===== config.mk =====
export PLATFORM = sky130hd
export DESIGN_NAME = fcg_ctrl
export DESIGN_NICKNAME = d
export VERILOG_FILES = /design/src/rtl/fcg_pkg.sv /design/src/rtl/fcg_ctrl.sv
export SDC_FILE = /design/constraint.sdc
export NUM_CORES = 1
export LEC_CHECK = 0
export BUFFER_PORTS_ARGS = -buffer_cell sky130_fd_sc_hd__buf_2
export CAP_MARGIN = 20
export CORE_ASPECT_RATIO = 1.2
export CORE_MARGIN = 2
export CORE_UTILIZATION = 52
export DETAILED_ROUTE_END_ITERATION = 8
export GPL_ROUTABILITY_DRIVEN = 0
export PLACE_DENSITY_LB_ADDON = 0.15
export SLEW_MARGIN = 5
export SYNTH_ARGS = -nofsm -noshare
export SYNTH_HDL_FRONTEND = slang
export SYNTH_SLANG_ARGS = --single-unit

===== constraint.sdc =====
create_clock -name clk -period 2.1 [get_ports clk]
set_input_delay 0.315 -clock clk [delete_from_list [all_inputs] [get_ports clk]]
set_output_delay 0.315 -clock clk [all_outputs]
set_load 0.05 [all_outputs]

===== src/rtl/fcg_pkg.sv =====
`timescale 1ns / 1ps
// ----------------------------------------------------------------------------
// fcg_pkg
// Shared constants, types and arithmetic helpers of the chaos-game step engine.
// ----------------------------------------------------------------------------
package fcg_pkg;

  localparam int NUM_MAPS     = 4;
  localparam int CORDIC_STEPS = 24;
  localparam int MAP_W        = (NUM_MAPS > 1) ? $clog2(NUM_MAPS) : 1;
  localparam int COEF_N       = NUM_MAPS * 6;
  localparam int COEF_W       = $clog2(COEF_N);
  localparam int STEP_W       = $clog2(CORDIC_STEPS);
  localparam int MOD_STEPS    = 5;
  localparam int PC_W         = 5;
  localparam int MAC1_LAST    = 10;
  localparam int MAC2_FIRST   = 11;
  localparam int MAC2_LAST    = 19;

  localparam logic signed [31:0] TWO_PI_Q   = 32'sd105414357;
  localparam logic signed [31:0] PI_Q       = 32'sd52707179;
  localparam logic signed [31:0] HALF_PI_Q  = 32'sd26353589;
  localparam logic signed [33:0] CORDIC_GAIN_Q = 34'sd10188014;
  localparam logic signed [32:0] Q_ONE      = 33'sd16777216;

  // Item kinds
  localparam logic [1:0] FN_LOAD   = 2'd0;
  localparam logic [1:0] FN_START  = 2'd1;
  localparam logic [1:0] FN_ITER   = 2'd2;
  localparam logic [1:0] FN_FINISH = 2'd3;

  // Table slots
  localparam logic [2:0] SLOT_PROB  = 3'd0;
  localparam logic [2:0] SLOT_COLOR = 3'd7;

  // Register indexes
  localparam logic [7:0] CFG_SWIRL    = 8'd0;
  localparam logic [7:0] CFG_IDENTITY = 8'd1;
  localparam logic [7:0] CFG_WIDTH    = 8'd2;
  localparam logic [7:0] CFG_HEIGHT   = 8'd3;

  // Multiplier operand pairs
  localparam logic [3:0] M_NONE = 4'd0;
  localparam logic [3:0] M_AX   = 4'd1;
  localparam logic [3:0] M_BY   = 4'd2;
  localparam logic [3:0] M_DX   = 4'd3;
  localparam logic [3:0] M_EY   = 4'd4;
  localparam logic [3:0] M_FXFY = 4'd5;
  localparam logic [3:0] M_RR   = 4'd6;
  localparam logic [3:0] M_FXS  = 4'd7;
  localparam logic [3:0] M_FYC  = 4'd8;
  localparam logic [3:0] M_FXC  = 4'd9;
  localparam logic [3:0] M_FYS  = 4'd10;
  localparam logic [3:0] M_SXW  = 4'd11;
  localparam logic [3:0] M_FXI  = 4'd12;
  localparam logic [3:0] M_SYW  = 4'd13;
  localparam logic [3:0] M_FYI  = 4'd14;

  // Accumulator operations
  localparam logic [2:0] A_HOLD = 3'd0;
  localparam logic [2:0] A_P    = 3'd1;
  localparam logic [2:0] A_ADDP = 3'd2;
  localparam logic [2:0] A_SUBP = 3'd3;
  localparam logic [2:0] A_ADDK = 3'd4;

  // Accumulator destinations
  localparam logic [2:0] D_NONE = 3'd0;
  localparam logic [2:0] D_FX   = 3'd1;
  localparam logic [2:0] D_FY   = 3'd2;
  localparam logic [2:0] D_R    = 3'd3;
  localparam logic [2:0] D_SX   = 3'd4;
  localparam logic [2:0] D_SY   = 3'd5;
  localparam logic [2:0] D_X    = 3'd6;
  localparam logic [2:0] D_Y    = 3'd7;

  typedef struct packed {
    logic [3:0] mul;
    logic [2:0] kn;
    logic [2:0] op;
    logic [2:0] dest;
  } uop_t;

  typedef struct packed {
    logic [7:0]         under_blue;
    logic [7:0]         under_green;
    logic [7:0]         under_red;
    logic [15:0]        rand_u;
    logic signed [31:0] coord_y;
    logic signed [31:0] coord_x;
    logic signed [31:0] word;
    logic [2:0]         slot;
    logic [1:0]         entry;
  } in_item_t;

  typedef struct packed {
    logic [7:0]         out_blue;
    logic [7:0]         out_green;
    logic [7:0]         out_red;
    logic [1:0]         chosen_entry;
    logic               on_image;
    logic [11:0]        pixel_row;
    logic [11:0]        pixel_col;
    logic signed [31:0] point_y;
    logic signed [31:0] point_x;
  } out_item_t;

  typedef struct packed {
    logic              latch;
    logic              sel_step;
    logic [MAP_W-1:0]  sel_k;
    logic              mac_en;
    logic [PC_W-1:0]   pc;
    logic              mod_init;
    logic              mod_step;
    logic [2:0]        mod_k;
    logic              fold;
    logic              cordic_step;
    logic [STEP_W-1:0] cordic_i;
    logic              loc_x;
    logic              loc_y;
    logic              fin;
    logic              out_load;
  } cmd_t;

  typedef struct packed {
    logic [1:0] func;
    logic       sel_hit;
  } stat_t;

  // Multiply-accumulate program: affine map and r^2, then swirl and weights
  function automatic uop_t prog(input logic [PC_W-1:0] pc);
    uop_t u;
    u = '{M_NONE, 3'd0, A_HOLD, D_NONE};
    case (pc)
      5'd0:  u = '{M_AX,   3'd0, A_HOLD, D_NONE};
      5'd1:  u = '{M_BY,   3'd1, A_P,    D_NONE};
      5'd2:  u = '{M_DX,   3'd3, A_ADDP, D_NONE};
      5'd3:  u = '{M_NONE, 3'd2, A_ADDK, D_FX};
      5'd4:  u = '{M_EY,   3'd4, A_P,    D_NONE};
      5'd5:  u = '{M_NONE, 3'd0, A_ADDP, D_NONE};
      5'd6:  u = '{M_NONE, 3'd5, A_ADDK, D_FY};
      5'd7:  u = '{M_FXFY, 3'd0, A_HOLD, D_NONE};
      5'd8:  u = '{M_NONE, 3'd0, A_P,    D_R};
      5'd9:  u = '{M_RR,   3'd0, A_HOLD, D_NONE};
      5'd10: u = '{M_NONE, 3'd0, A_P,    D_R};
      5'd11: u = '{M_FXS,  3'd0, A_HOLD, D_NONE};
      5'd12: u = '{M_FYC,  3'd0, A_P,    D_NONE};
      5'd13: u = '{M_FXC,  3'd0, A_SUBP, D_SX};
      5'd14: u = '{M_FYS,  3'd0, A_P,    D_NONE};
      5'd15: u = '{M_SXW,  3'd0, A_ADDP, D_SY};
      5'd16: u = '{M_FXI,  3'd0, A_P,    D_NONE};
      5'd17: u = '{M_SYW,  3'd0, A_ADDP, D_X};
      5'd18: u = '{M_FYI,  3'd0, A_P,    D_NONE};
      5'd19: u = '{M_NONE, 3'd0, A_ADDP, D_Y};
      default: u = '{M_NONE, 3'd0, A_HOLD, D_NONE};
    endcase
    return u;
  endfunction

  // Arctangent of 2^-i in Q8.24
  function automatic logic signed [31:0] atan_q(input logic [5:0] i);
    logic signed [31:0] v;
    logic [4:0]         sh;
    sh = 5'(6'd24 - i);
    case (i)
      6'd0: v = 32'sd13176795;
      6'd1: v = 32'sd7778716;
      6'd2: v = 32'sd4110060;
      6'd3: v = 32'sd2086331;
      6'd4: v = 32'sd1047214;
      6'd5: v = 32'sd524117;
      6'd6: v = 32'sd262123;
      6'd7: v = 32'sd131069;
      default: v = (i <= 6'd24) ? (32'sd1 <<< sh) : 32'sd0;
    endcase
    return v;
  endfunction

  function automatic logic signed [31:0] sat48(input logic signed [47:0] v);
    logic signed [31:0] r;
    if (v > 48'sd2147483647) r = 32'sh7fffffff;
    else if (v < -48'sd2147483648) r = 32'sh80000000;
    else r = v[31:0];
    return r;
  endfunction

  function automatic logic signed [31:0] sat34(input logic signed [33:0] v);
    logic signed [31:0] r;
    if (v > 34'sd2147483647) r = 32'sh7fffffff;
    else if (v < -34'sd2147483648) r = 32'sh80000000;
    else r = v[31:0];
    return r;
  endfunction

endpackage


===== src/rtl/fcg_ctrl.sv =====
`timescale 1ns / 1ps
// ----------------------------------------------------------------------------
// fcg_ctrl
// Sequencer: accepts one word, steps the datapath through selection, the
// multiply program, angle reduction, CORDIC, pixel mapping and result load.
// ----------------------------------------------------------------------------
module fcg_ctrl (
  input  logic          clk,
  input  logic          rst,
  input  logic          s_tvalid,
  output logic          s_tready,
  output logic          m_tvalid,
  input  logic          m_tready,
  input  fcg_pkg::stat_t stat,
  output fcg_pkg::cmd_t  cmd
);
  import fcg_pkg::*;

  localparam logic [3:0] S_IDLE = 4'd0;
  localparam logic [3:0] S_SEL  = 4'd1;
  localparam logic [3:0] S_MAC1 = 4'd2;
  localparam logic [3:0] S_MODI = 4'd3;
  localparam logic [3:0] S_MOD  = 4'd4;
  localparam logic [3:0] S_FOLD = 4'd5;
  localparam logic [3:0] S_CORD = 4'd6;
  localparam logic [3:0] S_MAC2 = 4'd7;
  localparam logic [3:0] S_LOCX = 4'd8;
  localparam logic [3:0] S_LOCY = 4'd9;
  localparam logic [3:0] S_FIN  = 4'd10;
  localparam logic [3:0] S_OUT  = 4'd11;

  logic [3:0]        state, state_next;
  logic [MAP_W-1:0]  k, k_next;
  logic [PC_W-1:0]   pc, pc_next;
  logic [2:0]        mk, mk_next;
  logic [STEP_W-1:0] ci, ci_next;
  logic              out_valid;

  assign s_tready = (state == S_IDLE);
  assign m_tvalid = out_valid;

  // Next state and commands
  always_comb begin
    state_next = state;
    k_next     = k;
    pc_next    = pc;
    mk_next    = mk;
    ci_next    = ci;
    cmd        = '0;
    cmd.sel_k    = k;
    cmd.pc       = pc;
    cmd.mod_k    = mk;
    cmd.cordic_i = ci;
    case (state)
      S_IDLE: begin
        if (s_tvalid) begin
          cmd.latch = 1'b1;
          k_next    = '0;
          state_next = (stat.func == FN_ITER) ? S_SEL : S_LOCX;
        end
      end
      S_SEL: begin
        cmd.sel_step = 1'b1;
        if (stat.sel_hit || (32'(k) == NUM_MAPS - 1)) begin
          pc_next    = '0;
          state_next = S_MAC1;
        end else begin
          k_next = k + 1'b1;
        end
      end
      S_MAC1: begin
        cmd.mac_en = 1'b1;
        if (pc == PC_W'(MAC1_LAST)) state_next = S_MODI;
        else pc_next = pc + 1'b1;
      end
      S_MODI: begin
        cmd.mod_init = 1'b1;
        mk_next      = 3'(MOD_STEPS - 1);
        state_next   = S_MOD;
      end
      S_MOD: begin
        cmd.mod_step = 1'b1;
        if (mk == 3'd0) state_next = S_FOLD;
        else mk_next = mk - 1'b1;
      end
      S_FOLD: begin
        cmd.fold   = 1'b1;
        ci_next    = '0;
        state_next = S_CORD;
      end
      S_CORD: begin
        cmd.cordic_step = 1'b1;
        if (ci == STEP_W'(CORDIC_STEPS - 1)) begin
          pc_next    = PC_W'(MAC2_FIRST);
          state_next = S_MAC2;
        end else begin
          ci_next = ci + 1'b1;
        end
      end
      S_MAC2: begin
        cmd.mac_en = 1'b1;
        if (pc == PC_W'(MAC2_LAST)) state_next = S_LOCX;
        else pc_next = pc + 1'b1;
      end
      S_LOCX: begin
        cmd.loc_x  = 1'b1;
        state_next = S_LOCY;
      end
      S_LOCY: begin
        cmd.loc_y  = 1'b1;
        state_next = S_FIN;
      end
      S_FIN: begin
        cmd.fin    = 1'b1;
        state_next = S_OUT;
      end
      S_OUT: begin
        if (!out_valid || m_tready) begin
          cmd.out_load = 1'b1;
          state_next   = S_IDLE;
        end
      end
      default: state_next = S_IDLE;
    endcase
  end

  // State and counters
  always_ff @(posedge clk) begin
    if (rst) begin
      state     <= S_IDLE;
      k         <= '0;
      pc        <= '0;
      mk        <= '0;
      ci        <= '0;
      out_valid <= 1'b0;
    end else begin
      state <= state_next;
      k     <= k_next;
      pc    <= pc_next;
      mk    <= mk_next;
      ci    <= ci_next;
      if (cmd.out_load) out_valid <= 1'b1;
      else if (m_tready) out_valid <= 1'b0;
    end
  end

endmodule


==> results of run 1 <==
==> stage by stage <==
step,hold WS [ps],instances
finish,329,236
global route,335,236
CTS,329,236
detailed placement,483,232
global placement,467,232
floorplan,555,170
==> what timing repair did <==
action | CTS | global route
endpoints found under the setup margin | 2 | 6
resized for setup | 2 | 3
endpoints found under the hold margin | 0 | 0
==> power groups by stage <==
stage / combinational [mW] / sequential, mW / clock (mW)
3_3_place_gp: 0.944 / 0.502 / 0
6_report: 0.972 / 0.504 / 0.233
5_1_grt: 1.05 / 0.514 / 0.255
2_1_floorplan: 0.824 / 0.480 / 0
4_1_cts: 0.970 / 0.497 / 0.235
3_5_place_dp: 0.962 / 0.505 / 0
==> final cells by class <==
| cell class | count | area (um^2) |
|---|---|---|
| inverters | 9 | 33.8 |
| flip-flops and latches | 20 | 405 |
| well taps | 33 | 41.3 |
| clock buffers | 4 | 36.3 |
| multi-input cells | 131 | 902 |
| fillers | 228 | 898 |
| repair buffers | 39 | 210 |
==> routing by layer <==
metal / vias to the layer above / part of all wire, %
li1: 675 / -
met1: 627 / 45
met2: 30 / 50
met3: 5 / 3.0
met4: 0 / 1.6
met5: - / 0
==> sequential cells by signal, summed over array words and instances (netlist names) <==
| register | flops |
|---|---|
| ci | 5 |
| mk | 3 |
| pc | 5 |
| k | 2 |
| state | 4 |
| m_tvalid | 1 |
==> path summary, 6_finish.rpt <==
check	endpoint	start	slack (ps)	cells after the start
hold / removal	m_tvalid	m_tready	330	3
hold reg to reg	mk[0]	mk[0]	500	2
setup / recovery	cmd[25]	state[2]	70	3
setup reg to reg	state[0]	pc[0]	260	6
==> worst max-delay path: stages, from the launching register on <==
cell     delay [ps]
dfxtp_2         410
or2_1           340
nor4b_4         330
buf_2           320
==> logic make-up after synthesis <==
family,after synthesis,share of synthesized area (%)
and+or+nand+nor,81,33.7
AOI/OAI and AO/OA,37,20.1
DFF,20,29.2
buffers and inverters,19,6.75
adders and majority gates,6,5.47
xor gates and xnor gates,4,2.55
muxes,3,2.19
==> cells in the final DEF (no fill, tap or decap), types with 3 or more instances in the layout <==
cell        n
ha_1        6
nor2b_1     4
nand3_1     6
buf_2      33
nor3_1      4
mux2i_1     3
o21ai_0     3
inv_1       9
clkbuf_4    3
o21bai_1    3
nor2_1     28
o2111ai_1   3
buf_4       6
xor2_1      4
or2_1       3
dfxtp_1    16
nand2b_1    7
a21oi_1    10
dfxtp_2     4
nand2_1     9
==> impl_metrics.yaml, run 1 <==
grt:
  grt_overflow: 0
  busiest_layer: "met2"
  antenna_found_initial: 0
  grt_max_degree: 19
  grt_pass1_wl_mm: 5.14
  met1_usage_pct: 27.3
  use_met3_pct: 3.00
  grt_pass1_vias: 1188
  grtUsageMet2_pct: 39.0
  grt.total_usage_pct: 22.3
critical_path:
  worst_setup_path_start_kind: "register"
  arrival_ps: 1710
  path_class: "register to output port"
  path_max_fanout: 13
  critPathRequiredTime_ps: 1780
  critPathCaptureType: "output port"
placed_design:
  post-place-ws_ps: 278
  post-dp-hpwl_mm: 2.38
  placed_area_um2: 1590
  portBuffers: 34
pwr:
  ir_drop_mv: 0.636
  internal_power_mw: 0.862
  fin_total_pwr_mw: 1.71
  p_switching_mw: 0.847
  p_sw_share_pct: 49.6
  power.density_nw_per_um2: 1050
  static-leakage-power_nw: 0.739
  clockPowerShare_pct: 13.6
  combPwrFrac_pct: 56.9
  power_frac_seq_pct: 29.5
cts:
  cts_setup_buffers: 0
  ctsHoldBuffers: 0
  clock_sinks: 20
  htree_levels: 1
  root_buffer: "clkbuf_4"
  cts_buffers: 3
  clock_latency_ps: 310
  cts_tree: "yes"
  clk_pin_slew_ps: 120
  clockBufferDepth: 2
die:
  rows: 20
  dieHeight_um: 60.3
  die_x_um: 50.9
  dieArea_um2: 3070
  start_util_pct: 54.3
  coreArea_um2: 2530
  io_pins: 35
sta:
  clock.fmax_mhz: 493
  finalCriticalPeriod_ps: 2030
  maxSlewHeadroom_pct: 74.8
  finalSetupViolCount: 0
  min_period_over_period_pct: 96.5
  finalWorstSetupSlack_ps: 73.2
  slew_viol_final: 0
  setup_tns_ps: 0
  fin_worst_skew_ps: 11.3
  rsz0062_at_grt: "no"
  worst_pin_slew_ps: 374
  finalHoldViolations: 0
detailed_routing:
  drt_iter0_markers: 31
  routed_wirelength_mm: 3.12
  num_vias: 1337
  dr.pass1.iters: 4
  detail_route.wl_per_cell_um: 13.2
  routed_via_density: 5.67
  ant_nets: 0
  drc_errors: 0
logic_synthesis:
  synth_edf_count: 0
  netlist_top_cells_count: "28 x nor2_1, 20 x dfxtp_1, 10 x a21oi_1"
  yosys_most_used_dff: "dfxtp_1"
  synthTopCellsByArea: "dfxtp_1 29%, nor2_1 7.7%, ha_1 5.5%"
  netlist.area_leader.share_pct: 29.2
  syn-num-nets: 183
  synth_top_area_cell: "dfxtp_1"
  async_flop_share_pct: 0
  synthMostInstantiatedCell: "nor2_1"
  synth.distinct_cells: 50
  ys_ff_latch: 20
  ys_warn_count: 0
  avgSynthCellArea_um2: 8.07
  syn-cell-area_um2: 1370
  yosysSeqAreaShare_pct: 29.2
  synthCells: 170
final_layout:
  final_util_pct: 64.5
  nNetsFinal: 217
  antenna_cells: 0
  drive_gt1_share_pct: 29.6
  post-route-cell-area_um2: 1630
  synthToLayoutAreaGrowth_pct: 18.7
status:
  outcome: "finished, final reports clean"
job:
  cap_viol_max_count: 0
min_path:
  worstHoldPathType: "input pin to register"
Power figures use the tool's default switching activity.
==> run 2, diff against run 1 <==
- clock period: 2.1 -> 2.2 ns (I/O delays scaled with it)
==> impl_metrics.yaml, run 2 (synthesis results as in run 1) <==
sta:
  finalSetupViolCount: 0
  fin_worst_skew_ps: 7.51
  rsz0062_at_grt: "no"
  worst_pin_slew_ps: 461
  maxSlewHeadroom_pct: 69.2
  finalHoldViolations: 0
  finalWorstSetupSlack_ps: 141
  slew_viol_final: 0
  min_period_over_period_pct: 93.6
  setup_tns_ps: 0
  finalCriticalPeriod_ps: 2060
  clock.fmax_mhz: 486
grt:
  grt_overflow: 0
  grt_pass1_wl_mm: 5.31
  grt.total_usage_pct: 22.7
  antenna_found_initial: 0
  grt_max_degree: 20
  grt_pass1_vias: 1278
pwr:
  power_frac_seq_pct: 30.8
  clockPowerShare_pct: 13.8
  p_sw_share_pct: 49.4
  ir_drop_mv: 0.648
  power.density_nw_per_um2: 1010
  combPwrFrac_pct: 55.3
  p_switching_mw: 0.799
  internal_power_mw: 0.818
  static-leakage-power_nw: 0.732
placed_design:
  place_inst: 231
  portBuffers: 34
  post-place-ws_ps: 274
  post-dp-hpwl_mm: 2.40
cts:
  clockBufferDepth: 2
  cts_setup_buffers: 0
  cts_resized: 2
  htree_levels: 1
  clock_latency_ps: 310
  clock_sinks: 20
  cts_tree: "yes"
  ctsHoldBuffers: 0
  root_buffer: "clkbuf_4"
  clk_pin_slew_ps: 120
  cts_buffers: 3
detailed_routing:
  detail_route.wl_per_cell_um: 13.3
  routed_wirelength_mm: 3.13
  drt_iter0_markers: 36
  drc_errors: 0
  ant_nets: 0
  routed_via_density: 5.80
  dr.pass1.iters: 4
  num_vias: 1362
min_path:
  holdPathStages: 4
  worstHoldPathType: "input pin to register"
final_layout:
  seqCellArea_um2: 408
  multiInputGateArea_um2: 888
  fillers: 229
  nNetsFinal: 216
  final_cell_mix: "34 x buf_2, 28 x nor2_1, 16 x dfxtp_1"
  drive_gt1_share_pct: 28.7
  antenna_cells: 0
  layout.cells.most_common: "buf_2"
  reg_top3: "ci x5, pc x5, state x4"
  synthToLayoutAreaGrowth_pct: 17.1
  layoutNonFillerInstCount: 235
critical_path:
  worst_setup_path_start_kind: "register"
  path_max_fanout: 12
  critPathCaptureType: "output port"
  arrival_ps: 1730
  reg2reg_depth: 6
  path_class: "register to output port"
  critPathRequiredTime_ps: 1870
die:
  coreArea_um2: 2530
  start_util_pct: 54.3
  io_pins: 35
  dieArea_um2: 3070
  dieHeight_um: 60.3
  die_x_um: 50.9
  rows: 20
job:
  cap_viol_max_count: 0
status:
  outcome: "finished, final reports clean"
## run 2: cell types whose count changed in the layout (fill, tap and decap cells not counted), sizes merged
cell / delta
buf: -1
## run 2: worst paths after layout
check	from	endpoint	slack, ps
min reg2reg	mk[0]	mk[0]	490
max	state[3]	cmd[21]	140
min	stat[0]	k[0]	380
max reg2reg	pc[0]	state[0]	380
## run 2: per-layer routing
layer	vias to the layer above	share of wire, %	global-route usage [%]
met4	0	0.80	10.8
li1	671	-	-
met5	-	0	0
met3	5	4.3	4.25
met2	42	53	41.2
met1	644	42	25.3
## run 2: worst max-delay path, cell delays in order, from the launching register on
cell	delay [ps]
dfxtp_2	420
nand2b_1	200
or3_4	430
inv_1	100
buf_2	260
## run 2: layout make-up
class,count,share of cell area [%]
Sequential cell,20,25.4
Clock buffer,4,2.26
Timing Repair Buffer,38,12.5
Tap cell,33,2.57
Multi-Input combinational cell,131,55.3
Inverter,9,2.10
## run 2: stage by stage
| step | hold slack (ps) | instance area, um^2 | power (mW) | util (%) |
|---|---|---|---|---|
| floorplan | 570 | 1380 | 1.23 | - |
| global placement | 469 | 1560 | 1.37 | 61.9 |
| detailed placement | 486 | 1560 | 1.39 | 61.9 |
| CTS | 376 | 1600 | 1.62 | 63.4 |
| global route | 363 | 1610 | 1.72 | 63.6 |
| finish | 381 | 1610 | 1.62 | 63.6 |
## run 2: power by group through the flow
stage	clock, mW	combinational, mW	sequential [mW]
finish	0.224	0.895	0.499
global route	0.250	0.959	0.510
CTS	0.231	0.895	0.495
detailed placement	0	0.893	0.501
global placement	0	0.873	0.494
floorplan	0	0.773	0.452
==> run 3, diff against run 2 <==
- CORE_UTILIZATION: 52 -> 45
==> impl_metrics.yaml, run 3 (synthesis results as in run 1) <==
critical_path:
  crit-reg2reg-launch: "pc[0]"
  worst_setup_path_start_kind: "register"
  crit_buf_inv: 2
  crit_family: "simple AND/OR/NAND/NOR gates"
  critPathCaptureType: "output port"
  slowest_stage: "dfxtp_1"
  ff2ff_setup_slack_ps: 360
  reg2reg_depth: 6
  path_class: "register to output port"
  rr_endpoint: "state[0]"
  arrival_ps: 1770
  crit_chain: "nand2b_1 -> or3_4 -> inv_1 -> clkbuf_4"
  max_stage_delay_ps: 450
  path_max_fanout: 10
  critPathRequiredTime_ps: 1870
cts:
  htree_levels: 1
  clockBufferDepth: 2
  root_buffer: "clkbuf_4"
  cts_setup_buffers: 0
  cts_buffers: 3
  clk_pin_slew_ps: 110
  clock_latency_ps: 300
  cts_tree: "yes"
  clock_sinks: 20
final_layout:
  synthToLayoutAreaGrowth_pct: 15.6
  multiInputGateArea_um2: 888
  layout.cells.most_common: "buf_2"
  final_cell_mix: "33 x buf_2, 28 x nor2_1, 17 x dfxtp_1"
  reg_top3: "ci x5, pc x5, state x4"
  layoutNonFillerInstCount: 234
  fillers: 284
  antenna_cells: 0
  post-route-cell-area_um2: 1590
  nNetsFinal: 215
  seqCellArea_um2: 404
  drive_gt1_share_pct: 27.5
  final_util_pct: 55.9
job:
  cap_viol_max_count: 0
pwr:
  static-leakage-power_nw: 0.718
  power.density_nw_per_um2: 981
  fin_total_pwr_mw: 1.56
  ir_drop_mv: 0.925
die:
  start_util_pct: 48.4
  rows: 21
  die_x_um: 54.4
  coreArea_um2: 2840
  dieArea_um2: 3510
  io_pins: 35
  dieHeight_um: 64.5
sta:
  maxSlewHeadroom_pct: 69.1
  holdWs_ps: 364
  slew_viol_final: 0
  finalCriticalPeriod_ps: 2100
  finalSetupViolCount: 0
  worst_pin_slew_ps: 462
  finalWorstSetupSlack_ps: 102
  finalHoldViolations: 0
  fin_worst_skew_ps: 1.10
  clock.fmax_mhz: 477
  min_period_over_period_pct: 95.4
  rsz0062_at_grt: "no"
  setup_tns_ps: 0
min_path:
  min_to: "m_tvalid"
  holdPathStages: 3
  worstHoldPathType: "input pin to register"
  hold_start: "m_tready"
grt:
  grt_overflow: 0
  grt.total_usage_pct: 19.3
  grt_max_degree: 20
  grt_pass1_wl_mm: 5.11
  antenna_found_initial: 0
  grt_pass1_vias: 1153
detailed_routing:
  dr.pass1.iters: 4
  routed_wirelength_mm: 3.11
  routed_via_density: 5.64
  drc_errors: 0
  num_vias: 1319
  drt_iter0_markers: 30
  detail_route.wl_per_cell_um: 13.3
  ant_nets: 0
placed_design:
  post-dp-hpwl_mm: 2.37
  post-place-ws_ps: 318
  place_inst: 231
  portBuffers: 34
  placed_area_um2: 1560
status:
  outcome: "finished, final reports clean"
[run 3: repair_timing]
item                                    CTS  global route
endpoints found under the setup margin    1             4
hold buffers                              0             0
gates resized for setup                   1             3
[run 3: routing by layer]
| metal | GRT usage, % | up-vias | wire [um] |
|---|---|---|---|
| met4 | 6.56 | 0 | 45 |
| li1 | - | 675 | - |
| met3 | 2.07 | 5 | 100 |
| met2 | 34.0 | 28 | 1560 |
| met5 | 0 | - | 0 |
| met1 | 23.4 | 611 | 1400 |
[run 3: where the power goes]
group	switching [mW]	leakage (nW)	internal, mW	total (mW)
clock network	0.111	0.0138	0.0640	0.175
registers	0.0943	0.163	0.399	0.493
logic	0.579	0.541	0.310	0.888
total	0.783	0.718	0.773	1.56
[run 3: cell type report]
type / count / area share (%)
multi-input combinational: 131 / 56.0
sequential: 20 / 25.5
timing repair buffer: 37 / 12.3
tap: 34 / 2.68
inverter: 9 / 2.13
clock buffer: 3 / 1.42
[run 3: worst reg2reg max path: stages (launching register included)]
cell,delay (ps)
dfxtp_1,430
ha_1,250
nor4bb_1,320
mux2i_1,180
a211oi_2,310
o2111ai_1,160
a21oi_1,130
[run 3: worst max path at each step]
stage	from	endpoint	slack (ps)	cells past startpoint
floorplan	state[2]	state[0]	5	6
global placement	state[2]	cmd[21]	360	4
detailed placement	state[2]	pc[3]	320	5
CTS	state[0]	cmd[21]	20	4
global route	state[3]	cmd[9]	4	4
finish	state[3]	cmd[21]	100	4
